--- src/rtl/rfre_pkg.sv ---
// ----------------------------------------------------------------------------
// rfre_pkg
// Shared types and constants of the radar first return extractor.
// ----------------------------------------------------------------------------
package rfre_pkg;

    localparam int SLOTS_PER_TURN  = 400;
    localparam int ENCODER_COUNTS  = 5600;
    localparam int MAX_BINS        = 4096;

    localparam int ANGLE_DIV_RAW = ENCODER_COUNTS / SLOTS_PER_TURN;
    localparam int ANGLE_DIV     = (ANGLE_DIV_RAW == 0) ? 1 : ANGLE_DIV_RAW;
    // ceil(2^32 / div): exact quotient for any 16-bit count
    localparam longint unsigned ANGLE_RECIP_L =
        ((64'd1 << 32) + 64'(ANGLE_DIV) - 64'd1) / 64'(ANGLE_DIV);
    localparam logic [32:0] ANGLE_RECIP = ANGLE_RECIP_L[32:0];

    localparam logic [16:0] AZ_SAMPLES_W = 17'(SLOTS_PER_TURN);
    localparam logic [12:0] BIN_MAX      = 13'h1FFF;
    localparam logic [28:0] DIST_MAX     = 29'h1FFF_FFFF;

    localparam int LINE_QUEUE_DEPTH = 4;
    localparam int LINE_QUEUE_PTR_W = $clog2(LINE_QUEUE_DEPTH);

    localparam int CFG_ADDR_W = 5;

    localparam logic [2:0] REG_FIRST_BIN        = 3'd0;
    localparam logic [2:0] REG_LAST_BIN         = 3'd1;
    localparam logic [2:0] REG_RETURN_THRESHOLD = 3'd2;
    localparam logic [2:0] REG_FIRST_AZIMUTH    = 3'd3;
    localparam logic [2:0] REG_END_AZ_LIMIT     = 3'd4;
    localparam logic [2:0] REG_INDEX_OFFSET     = 3'd5;
    localparam logic [2:0] REG_BIN_LENGTH       = 3'd6;
    localparam logic [2:0] REG_DISTANCE_OFFSET  = 3'd7;

    typedef struct packed {
        logic [12:0] first_bin;
        logic [12:0] last_bin;
        logic [7:0]  return_threshold;
        logic [8:0]  first_azimuth;
        logic [8:0]  end_azimuth_limit;
        logic [8:0]  index_offset;
        logic [15:0] bin_length;
        logic [23:0] distance_offset;
    } rfre_cfg_t;

    // one finished line handed from front to back
    typedef struct packed {
        logic [12:0] chosen_bin;
        logic [7:0]  strength;
        logic [15:0] encoder_angle;
    } rfre_line_t;

endpackage

--- src/rtl/rfre_if.sv ---
// ----------------------------------------------------------------------------
// rfre_if
// Valid/ready channels: FFT bin requests in, line result requests out.
// ----------------------------------------------------------------------------
interface rfre_bin_if;
    logic        valid;
    logic        ready;
    logic [7:0]  bin_power;
    logic [15:0] encoder_angle;
    logic        line_end;

    modport source (output valid, output bin_power, output encoder_angle,
                    output line_end, input ready);
    modport sink   (input valid, input bin_power, input encoder_angle,
                    input line_end, output ready);
endinterface

interface rfre_result_if;
    logic        valid;
    logic        ready;
    logic [8:0]  scan_slot;
    logic [28:0] distance;
    logic [7:0]  strength;
    logic        turn_complete;

    modport source (output valid, output scan_slot, output distance,
                    output strength, output turn_complete, input ready);
    modport sink   (input valid, input scan_slot, input distance,
                    input strength, input turn_complete, output ready);
endinterface

--- src/rtl/rfre_front.sv ---
// ----------------------------------------------------------------------------
// rfre_front
// Bin search: tracks bin index and first return, emits one line record.
// ----------------------------------------------------------------------------
module rfre_front
    import rfre_pkg::*;
(
    input  logic              clk,
    input  logic              rst_n,
    input  rfre_cfg_t         cfg,
    rfre_bin_if.sink          bin_in,
    input  logic              queue_full,
    output logic              push,
    output rfre_line_t        line
);

    logic [12:0] bin_count_reg, bin_count_next;
    logic        hit_seen_reg, hit_seen_next;
    logic [12:0] hit_bin_reg, hit_bin_next;
    logic [7:0]  hit_power_reg, hit_power_next;

    logic        accept;
    logic        qualify;
    logic [12:0] window_top;
    logic [13:0] line_len;
    logic [13:0] lim;
    logic [12:0] fallback_bin;

    assign bin_in.ready = !queue_full;
    assign accept       = bin_in.valid && bin_in.ready;

    assign window_top = (cfg.first_bin > cfg.last_bin) ? cfg.first_bin : cfg.last_bin;
    assign qualify    = (bin_count_reg >= cfg.first_bin) && (bin_count_reg < cfg.last_bin)
                        && (bin_in.bin_power > cfg.return_threshold);

    always_comb
    begin
        hit_seen_next  = hit_seen_reg;
        hit_bin_next   = hit_bin_reg;
        hit_power_next = hit_power_reg;
        if (!hit_seen_reg)
        begin
            if (qualify)
            begin
                hit_seen_next  = 1'b1;
                hit_bin_next   = bin_count_reg;
                hit_power_next = bin_in.bin_power;
            end
            else if (bin_count_reg == window_top)
            begin
                hit_power_next = bin_in.bin_power;
            end
        end
    end

    assign line_len     = 14'(bin_count_reg) + 14'd1;
    assign lim          = (line_len < 14'(cfg.last_bin)) ? line_len : 14'(cfg.last_bin);
    assign fallback_bin = (14'(cfg.first_bin) > lim) ? cfg.first_bin : lim[12:0];

    always_comb
    begin
        line.encoder_angle = bin_in.encoder_angle;
        if (hit_seen_next)
        begin
            line.chosen_bin = hit_bin_next;
            line.strength   = hit_power_next;
        end
        else
        begin
            line.chosen_bin = fallback_bin;
            line.strength   = (14'(fallback_bin) < line_len) ? hit_power_next : 8'd0;
        end
    end

    assign push = accept && bin_in.line_end;

    assign bin_count_next = (bin_count_reg < BIN_MAX) ? bin_count_reg + 13'd1 : bin_count_reg;

    always_ff @(posedge clk or negedge rst_n)
    begin
        if (!rst_n)
        begin
            bin_count_reg <= '0;
            hit_seen_reg  <= 1'b0;
            hit_bin_reg   <= '0;
            hit_power_reg <= '0;
        end
        else if (accept)
        begin
            if (bin_in.line_end)
            begin
                bin_count_reg <= '0;
                hit_seen_reg  <= 1'b0;
                hit_bin_reg   <= '0;
                hit_power_reg <= '0;
            end
            else
            begin
                bin_count_reg <= bin_count_next;
                hit_seen_reg  <= hit_seen_next;
                hit_bin_reg   <= hit_bin_next;
                hit_power_reg <= hit_power_next;
            end
        end
    end

endmodule

--- src/rtl/rfre_fifo.sv ---
// ----------------------------------------------------------------------------
// rfre_fifo
// Short queue of finished line records between front and back.
// ----------------------------------------------------------------------------
module rfre_fifo
    import rfre_pkg::*;
(
    input  logic       clk,
    input  logic       rst_n,
    input  logic       push,
    input  rfre_line_t push_data,
    input  logic       pop,
    output logic       full,
    output logic       not_empty,
    output rfre_line_t head
);

    rfre_line_t entry_reg [LINE_QUEUE_DEPTH];

    logic [LINE_QUEUE_PTR_W-1:0] wr_ptr_reg;
    logic [LINE_QUEUE_PTR_W-1:0] rd_ptr_reg;
    logic [LINE_QUEUE_PTR_W:0]   count_reg;

    assign full      = (count_reg == (LINE_QUEUE_PTR_W+1)'(LINE_QUEUE_DEPTH));
    assign not_empty = (count_reg != '0);
    assign head      = entry_reg[rd_ptr_reg];

    always_ff @(posedge clk)
    begin
        if (push)
        begin
            entry_reg[wr_ptr_reg] <= push_data;
        end
    end

    always_ff @(posedge clk or negedge rst_n)
    begin
        if (!rst_n)
        begin
            wr_ptr_reg <= '0;
            rd_ptr_reg <= '0;
            count_reg  <= '0;
        end
        else
        begin
            if (push)
            begin
                wr_ptr_reg <= wr_ptr_reg + 1'b1;
            end
            if (pop)
            begin
                rd_ptr_reg <= rd_ptr_reg + 1'b1;
            end
            if (push && !pop)
            begin
                count_reg <= count_reg + 1'b1;
            end
            else if (pop && !push)
            begin
                count_reg <= count_reg - 1'b1;
            end
        end
    end

endmodule

--- src/rtl/rfre_back.sv ---
// ----------------------------------------------------------------------------
// rfre_back
// Result path: azimuth index, range multiply, windowing, output register.
// ----------------------------------------------------------------------------
module rfre_back
    import rfre_pkg::*;
(
    input  logic          clk,
    input  logic          rst_n,
    input  rfre_cfg_t     cfg,
    input  logic          line_avail,
    input  rfre_line_t    head,
    output logic          pop,
    rfre_result_if.source result_out
);

    logic        s1_valid_reg;
    logic [15:0] s1_idx_reg;
    logic [29:0] s1_prod_reg;
    logic [7:0]  s1_strength_reg;

    logic        out_valid_reg;
    logic [8:0]  out_slot_reg;
    logic [28:0] out_distance_reg;
    logic [7:0]  out_strength_reg;
    logic        out_turn_reg;

    logic [8:0]  previous_index_reg, previous_index_next;

    logic        advance;
    logic [48:0] idx_prod;
    logic [13:0] chosen_p1;
    logic [29:0] dist_prod;
    logic [16:0] slot_sum;
    logic [16:0] slot_wrap;
    logic [30:0] dist_sum;
    logic [28:0] dist_sat;
    logic        az_in_window;

    assign advance = !out_valid_reg || result_out.ready;
    assign pop     = advance && line_avail;

    assign idx_prod  = 49'(head.encoder_angle) * 49'(ANGLE_RECIP);
    assign chosen_p1 = 14'(head.chosen_bin) + 14'd1;
    assign dist_prod = 30'(cfg.bin_length) * 30'(chosen_p1);

    assign slot_sum     = 17'(s1_idx_reg) + 17'(cfg.index_offset);
    assign slot_wrap    = (slot_sum >= AZ_SAMPLES_W) ? slot_sum - AZ_SAMPLES_W : slot_sum;
    assign dist_sum     = 31'(s1_prod_reg) + 31'(cfg.distance_offset);
    assign dist_sat     = (dist_sum > 31'(DIST_MAX)) ? DIST_MAX : dist_sum[28:0];
    assign az_in_window = (s1_idx_reg >= 16'(cfg.first_azimuth))
                          && (s1_idx_reg < 16'(cfg.end_azimuth_limit));
    assign previous_index_next = (|s1_idx_reg[15:9]) ? 9'h1FF : s1_idx_reg[8:0];

    always_ff @(posedge clk)
    begin
        if (advance)
        begin
            s1_idx_reg       <= idx_prod[47:32];
            s1_prod_reg      <= dist_prod;
            s1_strength_reg  <= head.strength;
            out_slot_reg     <= slot_wrap[8:0];
            out_distance_reg <= az_in_window ? dist_sat : 29'd0;
            out_strength_reg <= az_in_window ? s1_strength_reg : 8'd0;
            out_turn_reg     <= (s1_idx_reg < 16'(previous_index_reg));
        end
    end

    always_ff @(posedge clk or negedge rst_n)
    begin
        if (!rst_n)
        begin
            s1_valid_reg       <= 1'b0;
            out_valid_reg      <= 1'b0;
            previous_index_reg <= '0;
        end
        else if (advance)
        begin
            s1_valid_reg  <= line_avail;
            out_valid_reg <= s1_valid_reg;
            if (s1_valid_reg)
            begin
                previous_index_reg <= previous_index_next;
            end
        end
    end

    assign result_out.valid         = out_valid_reg;
    assign result_out.scan_slot     = out_slot_reg;
    assign result_out.distance      = out_distance_reg;
    assign result_out.strength      = out_strength_reg;
    assign result_out.turn_complete = out_turn_reg;

endmodule

--- src/rtl/radar_first_return_extractor_core.sv ---
// ----------------------------------------------------------------------------
// radar_first_return_extractor_core
// First return per azimuth line from a stream of FFT power bins.
//
//   channel     dir  handshake       payload
//   bin_in      in   valid/ready     bin_power, encoder_angle, line_end
//   result_out  out  valid/ready     scan_slot, distance, strength, turn_complete
//   apb         in   psel/penable    8 registers at 4*i, pready tied high
//
// One bin request per cycle while the line queue is not full. A line result
// passes through the queue, the multiply stage and the output register. Reset
// clears counters and queue and sets the config registers to defaults. A stalled
// output fills the 4-entry line queue; bins are held off only when it is full.
// ----------------------------------------------------------------------------
module radar_first_return_extractor_core
    import rfre_pkg::*;
(
    input  logic                  clk,
    input  logic                  rst_n,
    input  logic                  psel,
    input  logic                  penable,
    input  logic                  pwrite,
    input  logic [CFG_ADDR_W-1:0] paddr,
    input  logic [31:0]           pwdata,
    output logic [31:0]           prdata,
    output logic                  pready,
    rfre_bin_if.sink              bin_in,
    rfre_result_if.source         result_out
);

    rfre_cfg_t  cfg_reg;
    logic       cfg_write;
    logic [2:0] reg_sel;

    logic       queue_full;
    logic       queue_avail;
    logic       push;
    logic       pop;
    rfre_line_t push_line;
    rfre_line_t head_line;

    assign pready    = 1'b1;
    assign reg_sel   = paddr[4:2];
    assign cfg_write = psel && penable && pwrite;

    always_ff @(posedge clk or negedge rst_n)
    begin
        if (!rst_n)
        begin
            cfg_reg.first_bin         <= '0;
            cfg_reg.last_bin          <= 13'(MAX_BINS);
            cfg_reg.return_threshold  <= 8'd127;
            cfg_reg.first_azimuth     <= '0;
            cfg_reg.end_azimuth_limit <= 9'(SLOTS_PER_TURN);
            cfg_reg.index_offset      <= '0;
            cfg_reg.bin_length        <= '0;
            cfg_reg.distance_offset   <= '0;
        end
        else if (cfg_write)
        begin
            unique case (reg_sel)
                REG_FIRST_BIN:        cfg_reg.first_bin         <= pwdata[12:0];
                REG_LAST_BIN:         cfg_reg.last_bin          <= pwdata[12:0];
                REG_RETURN_THRESHOLD: cfg_reg.return_threshold  <= pwdata[7:0];
                REG_FIRST_AZIMUTH:    cfg_reg.first_azimuth     <= pwdata[8:0];
                REG_END_AZ_LIMIT:     cfg_reg.end_azimuth_limit <= pwdata[8:0];
                REG_INDEX_OFFSET:     cfg_reg.index_offset      <= pwdata[8:0];
                REG_BIN_LENGTH:       cfg_reg.bin_length        <= pwdata[15:0];
                REG_DISTANCE_OFFSET:  cfg_reg.distance_offset   <= pwdata[23:0];
                default:              ;
            endcase
        end
    end

    always_comb
    begin
        unique case (reg_sel)
            REG_FIRST_BIN:        prdata = 32'(cfg_reg.first_bin);
            REG_LAST_BIN:         prdata = 32'(cfg_reg.last_bin);
            REG_RETURN_THRESHOLD: prdata = 32'(cfg_reg.return_threshold);
            REG_FIRST_AZIMUTH:    prdata = 32'(cfg_reg.first_azimuth);
            REG_END_AZ_LIMIT:     prdata = 32'(cfg_reg.end_azimuth_limit);
            REG_INDEX_OFFSET:     prdata = 32'(cfg_reg.index_offset);
            REG_BIN_LENGTH:       prdata = 32'(cfg_reg.bin_length);
            REG_DISTANCE_OFFSET:  prdata = 32'(cfg_reg.distance_offset);
            default:              prdata = '0;
        endcase
    end

    rfre_front u_front (
        .clk        (clk),
        .rst_n      (rst_n),
        .cfg        (cfg_reg),
        .bin_in     (bin_in),
        .queue_full (queue_full),
        .push       (push),
        .line       (push_line)
    );

    rfre_fifo u_fifo (
        .clk       (clk),
        .rst_n     (rst_n),
        .push      (push),
        .push_data (push_line),
        .pop       (pop),
        .full      (queue_full),
        .not_empty (queue_avail),
        .head      (head_line)
    );

    rfre_back u_back (
        .clk        (clk),
        .rst_n      (rst_n),
        .cfg        (cfg_reg),
        .line_avail (queue_avail),
        .head       (head_line),
        .pop        (pop),
        .result_out (result_out)
    );

endmodule
--- src/flat_wrapper.sv ---
// flat-port wrapper written by rule: the top's interface ports become plain ports
module radar_first_return_extractor_core_flat import rfre_pkg::*;
  (clk, rst_n, psel, penable, pwrite, paddr, pwdata, prdata, pready, bin_in_valid, bin_in_bin_power, bin_in_encoder_angle, bin_in_line_end, bin_in_ready, result_out_valid, result_out_scan_slot, result_out_distance, result_out_strength, result_out_turn_complete, result_out_ready);
  rfre_bin_if bin_in_i ();
  rfre_result_if result_out_i ();
  input  logic clk;
  input  logic rst_n;
  input  logic psel;
  input  logic penable;
  input  logic pwrite;
  input  logic [CFG_ADDR_W-1:0] paddr;
  input  logic [31:0] pwdata;
  output logic [31:0] prdata;
  output logic pready;
  input wire logic [$bits(bin_in_i.valid)-1:0] bin_in_valid;
  input wire logic [$bits(bin_in_i.bin_power)-1:0] bin_in_bin_power;
  input wire logic [$bits(bin_in_i.encoder_angle)-1:0] bin_in_encoder_angle;
  input wire logic [$bits(bin_in_i.line_end)-1:0] bin_in_line_end;
  output wire logic [$bits(bin_in_i.ready)-1:0] bin_in_ready;
  output wire logic [$bits(result_out_i.valid)-1:0] result_out_valid;
  output wire logic [$bits(result_out_i.scan_slot)-1:0] result_out_scan_slot;
  output wire logic [$bits(result_out_i.distance)-1:0] result_out_distance;
  output wire logic [$bits(result_out_i.strength)-1:0] result_out_strength;
  output wire logic [$bits(result_out_i.turn_complete)-1:0] result_out_turn_complete;
  input wire logic [$bits(result_out_i.ready)-1:0] result_out_ready;
  assign bin_in_i.valid = bin_in_valid;
  assign bin_in_i.bin_power = bin_in_bin_power;
  assign bin_in_i.encoder_angle = bin_in_encoder_angle;
  assign bin_in_i.line_end = bin_in_line_end;
  assign bin_in_ready = bin_in_i.ready;
  assign result_out_valid = result_out_i.valid;
  assign result_out_scan_slot = result_out_i.scan_slot;
  assign result_out_distance = result_out_i.distance;
  assign result_out_strength = result_out_i.strength;
  assign result_out_turn_complete = result_out_i.turn_complete;
  assign result_out_i.ready = result_out_ready;
  radar_first_return_extractor_core u_core (.clk(clk), .rst_n(rst_n), .psel(psel), .penable(penable), .pwrite(pwrite), .paddr(paddr), .pwdata(pwdata), .prdata(prdata), .pready(pready), .bin_in(bin_in_i), .result_out(result_out_i));
endmodule
--- config.mk ---
export PLATFORM = sky130hd
export DESIGN_NAME = radar_first_return_extractor_core_flat
export DESIGN_NICKNAME = d
export VERILOG_FILES = /design/src/rtl/rfre_pkg.sv /design/src/rtl/rfre_if.sv /design/src/rtl/rfre_front.sv /design/src/rtl/rfre_fifo.sv /design/src/rtl/rfre_back.sv /design/src/rtl/radar_first_return_extractor_core.sv /design/src/flat_wrapper.sv
export SDC_FILE = /design/constraint.sdc
export NUM_CORES = 1
export LEC_CHECK = 0
export BUFFER_PORTS_ARGS = -buffer_cell sky130_fd_sc_hd__buf_2
export CAP_MARGIN = 0
export CORE_ASPECT_RATIO = 2
export CORE_MARGIN = 4
export CORE_UTILIZATION = 38
export CTS_CLUSTER_SIZE = 16
export DETAILED_ROUTE_END_ITERATION = 6
export GPL_ROUTABILITY_DRIVEN = 0
export MAX_ROUTING_LAYER = met4
export SLEW_MARGIN = 20
export SYNTH_ARGS = -nofsm -noshare
export SYNTH_HDL_FRONTEND = slang
export SYNTH_SLANG_ARGS = --single-unit
--- constraint.sdc ---
create_clock -name clk -period 24.5 [get_ports clk]
set_input_delay 3.675 -clock clk [delete_from_list [all_inputs] [get_ports clk]]
set_output_delay 3.675 -clock clk [all_outputs]
set_load 0.01 [all_outputs]
==> impl_metrics.tcl, run 1 <==
set metrics [dict create \
    hold_class "register to register" \
    clk_pin_slew_worst_paths_ns 0.06 \
    antenna_found_initial 5 \
    rsz0062_at_grt "false" \
    ys_ff_latch 400 \
    drc 0 \
    final_net_count 3852 \
    syn_area_per_cell_um2 10.6 \
    end_kind "output port" \
    ys_warn_count 0 \
    final_max_slew_viol_count 0 \
    hpwl_mm 73.3 \
    overflow 0 \
    initial_core_util_pct 38.3 \
    grt_pass1_vias 25382 \
    die_h_um 423 \
    synth_cell_types 88 \
    mostFrequentLayoutCell "inv_1" \
    ios 151 \
    grt_start_max_net_pins 98 \
    worstPathMaxFanout 38 \
    critPathRequiredTime_ns 20.82 \
    post_cts.repair.setup_buffers 0 \
    period_share_pct 39.0 \
    avgViaCountPerCell 5.51 \
    skew_ns 0.0277 \
    syn_to_final_growth_pct 9.87 \
    final-hold-violation-count 0 \
    final_layout_size_suffix_gt1_share_pct 12.0 \
    max_freq_ghz 0.105 \
    synthArstFlopShare_pct 38.5 \
    ctsHoldBuffers 0 \
    core_area_um2 85600 \
    root_buffer "clkbuf_16" \
    cts_inserted_buffers 42 \
    worst_pin_slew_ns 1.13 \
    instances_no_fill 4303 \
    dpl.cell_count 4224 \
    syn_inst 3094 \
    rows 152 \
    htreeDepth 2 \
    clockBufferDepth 3 \
    antenna_left 0 \
    dr.pass1.iters 5 \
    clk_latency_ns 0.61 \
    worstHoldPathCells 2 \
    period_needed_ns 9.56 \
    finalSetupViolCount 0 \
    ff2ff_path_depth 30 \
    regToRegStartpoint "u_core.u_fifo.rd_ptr_reg[0]$_DFFE_PN0P_" \
    fin_tns_setup_ns 0 \
    ff2ff_setup_slack_ns 14.99 \
    cp.arrival_ns 5.88 \
    largest_reg_flops 148 \
    via_count 23727 \
    cp-start-kind "input pin" \
    layout_common_cells "inv_1, ha_1, nand2_1" \
    cap_violations 0 \
    dieArea_um2 91200 \
    synth-edff-count 246 \
    track_usage_pct 20.8 \
    r2r-end "u_core.u_back.s1_prod_reg[29]$_DFFE_PN_" \
    io_buffers 131 \
    die_w_um 216 \
    first_iter_violations 1186 \
    min_from "u_core.u_back.s1_valid_reg$_DFFE_PN0N_" \
    criticalPathCategory "input pin to output port" \
    holdPathEnd "u_core.u_back.result_out.valid$_DFFE_PN0N_" \
    cts_num_sinks 400 \
    grt_pass1_wl_mm 144 \
    seq_area_frac_synth_pct 34.4 \
    drt-total-wl_mm 92.2 \
    cts_resized 0 \
    status "finished clean" \
    wl_per_cell_um 21.4 \
    synth_area_um2 32700 \
    cts_tree "built" \
    relSlewSlack_pct 24.0 \
    synthFlopType "edfxtp_1" \
]
==> metrics by stage <==
| step | worst slack [ns] | util (%) | hold WS [ns] | area (um2) |
|---|---|---|---|---|
| floorplan | 15.67 | - | 0.428 | 32800 |
| global placement | 14.88 | 40.4 | 0.490 | 34600 |
| detailed placement | 14.80 | 40.4 | 0.487 | 34600 |
| CTS | 14.77 | 42.0 | 0.494 | 36000 |
| global route | 14.31 | 42.0 | 0.525 | 36000 |
| finish | 14.94 | 42.0 | 0.489 | 36000 |
==> worst max-delay path by stage <==
stage	from	end	slack [ns]	cells after the start
3_5_place_dp	u_core.u_fifo.rd_ptr_reg[0]$_DFFE_PN0P_	u_core.u_back.s1_prod_reg[29]$_DFFE_PN_	14.80	30
2_1_floorplan	paddr[2]	prdata[11]	15.67	5
6_report	paddr[2]	prdata[8]	14.94	9
5_1_grt	u_core.u_fifo.rd_ptr_reg[0]$_DFFE_PN0P_	u_core.u_back.s1_prod_reg[29]$_DFFE_PN_	14.31	30
3_3_place_gp	u_core.u_fifo.rd_ptr_reg[0]$_DFFE_PN0P_	u_core.u_back.s1_prod_reg[29]$_DFFE_PN_	14.88	30
4_1_cts	u_core.u_fifo.rd_ptr_reg[0]$_DFFE_PN0P_	u_core.u_back.s1_prod_reg[29]$_DFFE_PN_	14.77	30
==> synthesized netlist by cell type, drive strengths merged, types with 22 or more instances <==
library cell    n  area share [%]
dfrtp         143              11
a21o           69             1.6
edfxtp        246              23
mux4           41             2.8
fa            221              14
inv           399             4.6
a311oi         22            0.59
nor2           98             1.1
nand4          28            0.54
ha            372              14
nand2         295             3.4
clkbuf         87             1.0
a21oi         133             2.0
and3           23            0.44
xnor2          68             1.9
nor2b          24            0.46
mux2           56             1.9
buf            38            0.70
nand3          51            0.79
and2          117             2.2
xor2           43             1.2
o21ai         168             2.6
nor3           31            0.50
a31oi          24            0.46
o22ai          27            0.52
==> layer usage <==
metal / global-route usage (%) / up-vias / part of all wire (%)
met3: 2.30 / 275 / 3.7
met5: - / - / 0
met1: 20.2 / 11793 / 34
li1: - / 11002 / -
met2: 40.0 / 657 / 56
met4: 11.2 / 0 / 6.5
==> layout make-up <==
| class | instances | area (um2) |
|---|---|---|
| Fill cell | 8340 | 49600 |
| Inverter | 400 | 1500 |
| Clock inverter | 22 | 245 |
| Clock buffer | 54 | 1150 |
| Timing Repair Buffer | 170 | 955 |
| Multi-Input combinational cell | 2176 | 19500 |
| Sequential cell | 400 | 11300 |
| Antenna cell | 3 | 7.51 |
| Tap cell | 1078 | 1350 |
==> critical path, stage by stage <==
cell and delay [ns]:
buf_2 0.08, buf_4 0.48, inv_1 0.45, nor2_1 0.34
a22oi_1 0.10, a21oi_1 0.22, a221oi_1 0.08, nor2_1 0.25
buf_2 0.19
==> logic make-up (layout without fill, tap and decap cells) <==
logic type                 Yosys count  in the layout  synth area share, %
AOI/OAI and AO/OA                  616            616                 12.3
xor gates and xnor gates           111            111                 3.04
adders and majority gates          593            593                 27.7
buffers and inverters              525            646                 6.28
DFF                                400            400                 34.4
muxes                              118            118                 5.39
other                                2             12               0.0229
and+or+nand+nor                    729            729                 10.8
Power of run 1 is left out: the tool's default activity adds up to more than one toggle a clock period on the data nets, which glitch-free logic cannot reach.
==> run 2, diff against run 1 <==
==> constraint.sdc (replaced) <==
create_clock -name clk -period 8.18 [get_ports clk]
set_input_delay 1.227 -clock clk [delete_from_list [all_inputs] [get_ports clk]]
set_output_delay 1.227 -clock clk [all_outputs]
set_load 0.01 [all_outputs]
==> impl_metrics.tcl, run 2 (synthesis results as in run 1) <==
set metrics [dict create \
    track_usage_pct 21.0 \
    finish.utilization_pct 42.6 \
    clk_latency_ns 0.60 \
    grt_pass1_vias 25584 \
    slowest_stage "fa_1" \
    final-hold-violation-count 0 \
    use_met3_pct 2.32 \
    cts_tree "built" \
    ios 151 \
    syn_to_final_growth_pct 11.4 \
    clk_pin_slew_worst_paths_ns 0.07 \
    mostFrequentLayoutCell "inv_1" \
    root_buffer "clkbuf_16" \
    period_share_pct 95.6 \
    max_freq_ghz 0.128 \
    final_max_slew_viol_count 0 \
    antenna_found_initial 2 \
    via_count 23963 \
    criticalPathCategory "register to register" \
    largest_reg_flops 148 \
    status "finished clean" \
    io_buffers 131 \
    cp-start-kind "register" \
    dr.pass1.iters 7 \
    cp.arrival_ns 8.17 \
    worst_pin_slew_ns 1.08 \
    first_iter_violations 1236 \
    hpwl_mm 74.5 \
    relSlewSlack_pct 27.5 \
    rsz0062_at_grt "true" \
    hold_class "register to register" \
    cts_inserted_buffers 41 \
    skew_ns 0.0161 \
    antenna_left 0 \
    cpPeakStageDelay_ns 0.54 \
    ff2ff_path_depth 28 \
    pre_cts_slack_ns -0.0770 \
    clockBufferDepth 3 \
    grt_start_max_net_pins 96 \
    rows 152 \
    worst_slack_ns 0.359 \
    die_w_um 216 \
    die_h_um 423 \
    period_needed_ns 7.82 \
    drt-total-wl_mm 92.9 \
    layout_common_cells "inv_1, ha_1, nand2_1" \
    critPathRequiredTime_ns 8.53 \
    htreeDepth 2 \
    drc 0 \
    cp_common_cell "fa_1" \
    core_area_um2 85600 \
    ff2ff_setup_slack_ns 0.36 \
    final_net_count 3898 \
    worstPathMaxFanout 9 \
    worstHoldPathCells 1 \
    grt_use_met1_pct 19.9 \
    initial_core_util_pct 38.3 \
    dieArea_um2 91200 \
    cap_violations 0 \
    final_layout_size_suffix_gt1_share_pct 13.6 \
    cts_num_sinks 400 \
    end_kind "register" \
    wl_per_cell_um 21.4 \
    grt.busiest_layer "met2" \
    finalSetupViolCount 0 \
    use_met2_pct 40.3 \
    overflow 0 \
    grt_pass1_wl_mm 145 \
    avgViaCountPerCell 5.51 \
]
## run 2: changes by cell type in the layout (fill, tap and decap cells not counted), moves of 3 or more
cell and delta:
clkinvlp_4 +3, buf_4 +42, clkbuf_1 -3, clkinv_1 -3
buf_12 +3
## run 2: final cells by class
type	instances	area [um2]
multi-input combinational	2176	19600
clock buffer	54	1190
fill	8262	49100
inverter	400	1500
timing repair buffer	217	1350
antenna	1	2.50
tap	1078	1350
clock inverter	22	260
sequential	400	11300
## run 2: path summary, 6_finish.rpt
path / from / endpoint
setup / recovery: u_core.u_fifo.rd_ptr_reg[0]$_DFFE_PN0P_ / u_core.u_back.s1_prod_reg[28]$_DFFE_PN_
hold / removal: u_core.u_fifo.count_reg[2]$_DFFE_PN0P_ / u_core.u_fifo.count_reg[2]$_DFFE_PN0P_
setup reg to reg: u_core.u_fifo.rd_ptr_reg[0]$_DFFE_PN0P_ / u_core.u_back.s1_prod_reg[28]$_DFFE_PN_
hold reg to reg: u_core.u_fifo.count_reg[2]$_DFFE_PN0P_ / u_core.u_fifo.count_reg[2]$_DFFE_PN0P_
max in group asynchronous: rst_n / u_core.cfg_reg[23]$_DFFE_PN0P_
min in group asynchronous: rst_n / u_core.u_fifo.count_reg[0]$_DFFE_PN0P_
## run 2: through the flow
step / hold slack [ns] / setup TNS [ns] / instance area (um2) / instances
after floorplan: 0.428 / 0 / 32800 / 3101
after global placement: 0.483 / -0.0121 / 34900 / 4269
after detailed placement: 0.490 / -0.178 / 34900 / 4269
after CTS: 0.499 / 0 / 36400 / 4345
after global routing: 0.521 / -0.0495 / 36500 / 4348
final: 0.500 / 0 / 36500 / 4348
## run 2: per-layer routing
layer	routed length (um)	part of all wire (%)	up-vias
li1	-	-	11096
met1	31100	33	11844
met2	51600	56	676
met3	3380	3.6	347
met4	6790	7.3	0
met5	0	0	-
## run 2: worst max-delay path, delay by kind of cell, from the launching register on
kind            cells  cell delay (ns)
mux                 1             0.52
flops               1             0.44
compound gates      8             1.71
fa+ha+maj           7             3.25
xor+xnor            2             0.28
buf+inv             5             0.72
simple gates        5             0.65
## run 2: timing repair
item	4_1_cts	5_1_grt
pin swaps	0	6
gates resized for setup	1	14
gates cloned	0	0
hold buffers	0	0
setup buffers	0	2
endpoints found under the setup margin	3	7
Power of run 2 is left out for the same reason.
==> run 3, diff against run 2 <==
--- a/config.mk
+++ b/config.mk
@@ -5,6 +5,7 @@
 export SDC_FILE = /design/constraint.sdc
 export NUM_CORES = 1
 export LEC_CHECK = 0
+export ABC_AREA = 1
 export BUFFER_PORTS_ARGS = -buffer_cell sky130_fd_sc_hd__buf_2
 export CAP_MARGIN = 0
 export CORE_ASPECT_RATIO = 2
==> impl_metrics.tcl, run 3 <==
set metrics [dict create \
    worstPathMaxFanout 12 \
    dieArea_um2 91300 \
    drt-met1-wl_mm 33.4 \
    cp_top_family "adder cells" \
    grt_pass1_vias 27152 \
    synth_top_cell_by_area "edfxtp_1" \
    seq_area_um2 11300 \
    period_needed_ns 7.69 \
    worst_slack_ns 0.492 \
    rsz0062_at_grt "false" \
    die_w_um 216 \
    grt_start_max_net_pins 62 \
    holdPathEnd "u_core.u_back.result_out.valid$_DFFE_PN0N_" \
    clockBufferDepth 3 \
    clk_latency_ns 0.61 \
    io_buffers 131 \
    dr.pass1.iters 6 \
    track_usage_pct 21.9 \
    cp.arrival_ns 8.04 \
    pre_cts_slack_ns 0.401 \
    regToRegStartpoint "u_core.u_fifo.rd_ptr_reg[0]$_DFFE_PN0P_" \
    relSlewSlack_pct 15.4 \
    antenna_found_initial 3 \
    synth_area_um2 32800 \
    htreeDepth 2 \
    ff2ff_path_depth 34 \
    first_iter_violations 1566 \
    ios 151 \
    period_share_pct 94.0 \
    syn_to_final_growth_pct 10.8 \
    critPathRequiredTime_ns 8.53 \
    status "finished clean" \
    cap_violations 0 \
    yosys-top-cells-area "edfxtp_1, ha_1, fa_1" \
    antenna_left 0 \
    die_h_um 423 \
    rows 152 \
    r2r-end "u_core.u_back.s1_prod_reg[29]$_DFFE_PN_" \
    synthFlopType "edfxtp_1" \
    min_from "u_core.u_back.s1_valid_reg$_DFFE_PN0N_" \
    cp-start-kind "register" \
    top_layer_used "met4" \
    final_layout_size_suffix_gt1_share_pct 8.40 \
    fin_tns_setup_ns 0 \
    final_max_slew_viol_count 0 \
    clk_pin_slew_worst_paths_ns 0.06 \
    criticalPathCategory "register to register" \
    wl_per_cell_um 19.4 \
    cpPeakStageDelay_ns 0.56 \
    ff2ff_setup_slack_ns 0.49 \
    mostFrequentLayoutCell "nand2_1" \
    core_area_um2 85800 \
    overflow 0 \
    wl_met2_mm 53.1 \
    ctsHoldBuffers 0 \
    worst_pin_slew_ns 1.26 \
    largest_reg_flops 148 \
    synth_cell_types 61 \
    worst-path-buf-inv 8 \
    synth.top_cell.area_share_pct 22.5 \
    avgViaCountPerCell 5.21 \
    seq_area_frac_synth_pct 34.3 \
    synthTopCellsByCount "nand2_1, inv_1, ha_1, nor2_1, o21ai_0" \
    layout_common_cells "nand2_1, inv_1, ha_1" \
    fillers 8515 \
    final-hold-violation-count 0 \
    end_kind "register" \
    ys_ff_latch 400 \
    cts_inserted_buffers 41 \
    grt_pass1_wl_mm 151 \
    max_freq_ghz 0.130 \
    synthArstFlopShare_pct 38.5 \
    synth-edff-count 246 \
    drt-total-wl_mm 98.0 \
    root_buffer "clkbuf_16" \
    cts_num_sinks 400 \
    worstHoldPathCells 2 \
    syn_inst 3720 \
    slowest_stage "fa_1" \
    hpwl_mm 79.4 \
    cts_tree "built" \
    initial_core_util_pct 38.2 \
    syn_area_per_cell_um2 8.81 \
    multiInputGateArea_um2 18800 \
    final_net_count 4523 \
    drc 0 \
    finalSetupViolCount 0 \
    route.met3.wl_mm 2.94 \
    via_count 26320 \
    ys_warn_count 0 \
    hold_class "register to register" \
    skew_ns 0.0348 \
    synth_most_common_cell "nand2_1" \
]
[run 3: cell types whose count changed in the layout (fill, tap and decap cells not counted), moves of 59 or more]
cell	before	now
a21oi_1	133	192
nor2_1	95	330
nand2_1	294	720
inv_1	394	607
o21ai_0	155	279
and2_1	113	1
a21o_1	69	5
nand3_1	50	111
[run 3: what timing repair did]
action,in CTS,in global routing
buffers inserted,0,0
setup endpoints to repair,0,5
gates resized for setup,0,6
[run 3: kinds of logic (layout without fill, tap and decap cells)]
logic type	count (synthesis)	count (layout)	share of synthesized area, %
DFF	400	400	34.3
other	2	11	0.0229
muxes	4	4	0.137
xor gates and xnor gates	83	83	2.22
and+or+nand+nor	1261	1261	15.7
adders and majority gates	593	593	27.7
buffers and inverters	721	887	8.58
AOI/OAI and AO/OA	656	656	11.3
[run 3: metal layers]
| layer | vias to the layer above | GRT usage, % |
|---|---|---|
| met2 | 719 | 41.0 |
| met3 | 352 | 1.78 |
| met5 | - | - |
| met1 | 12738 | 20.9 |
| met4 | 0 | 15.4 |
| li1 | 12511 | - |
[run 3: how the worst max path moves through the flow]
| stage | slack, ns | start | cells past startpoint | end |
|---|---|---|---|---|
| 2_1_floorplan | 0.88 | u_core.u_fifo.rd_ptr_reg[0]$_DFFE_PN0P_ | 32 | u_core.u_back.s1_prod_reg[21]$_DFFE_PN_ |
| 3_3_place_gp | 0.41 | u_core.u_fifo.rd_ptr_reg[0]$_DFFE_PN0P_ | 32 | u_core.u_back.s1_prod_reg[21]$_DFFE_PN_ |
| 3_5_place_dp | 0.40 | u_core.u_fifo.rd_ptr_reg[0]$_DFFE_PN0P_ | 31 | u_core.u_back.s1_prod_reg[21]$_DFFE_PN_ |
| 4_1_cts | 0.39 | u_core.u_fifo.rd_ptr_reg[0]$_DFFE_PN0P_ | 31 | u_core.u_back.s1_prod_reg[21]$_DFFE_PN_ |
| 5_1_grt | 0.03 | u_core.u_fifo.rd_ptr_reg[1]$_DFFE_PN0P_ | 31 | u_core.u_back.s1_prod_reg[29]$_DFFE_PN_ |
| 6_report | 0.49 | u_core.u_fifo.rd_ptr_reg[0]$_DFFE_PN0P_ | 34 | u_core.u_back.s1_prod_reg[29]$_DFFE_PN_ |
[run 3: cell type report]
class                      count  share of cell area (%)
multi-input combinational   2606                    51.8
sequential                   400                    31.0
inverter                     616                    6.38
tap                         1155                    3.98
timing repair buffer         196                    3.17
clock buffer                  54                    3.07
clock inverter                21                   0.634
antenna                        2                  0.0138
[run 3: worst min-delay path: stages, from the launching register on]
cell     delay, ns
dfrtp_1       0.32
inv_1         0.05
nand2_1       0.06
[run 3: metrics by stage]
step	cell area (um2)	utilization, %	std cells	hold slack (ns)
2_1_floorplan	32800	-	3727	0.432
3_3_place_gp	34900	40.7	4973	0.458
3_5_place_dp	34900	40.7	4973	0.452
4_1_cts	36300	42.3	5048	0.468
5_1_grt	36300	42.3	5049	0.505
6_report	36300	42.3	5050	0.461
Power of run 3 is left out for the same reason.
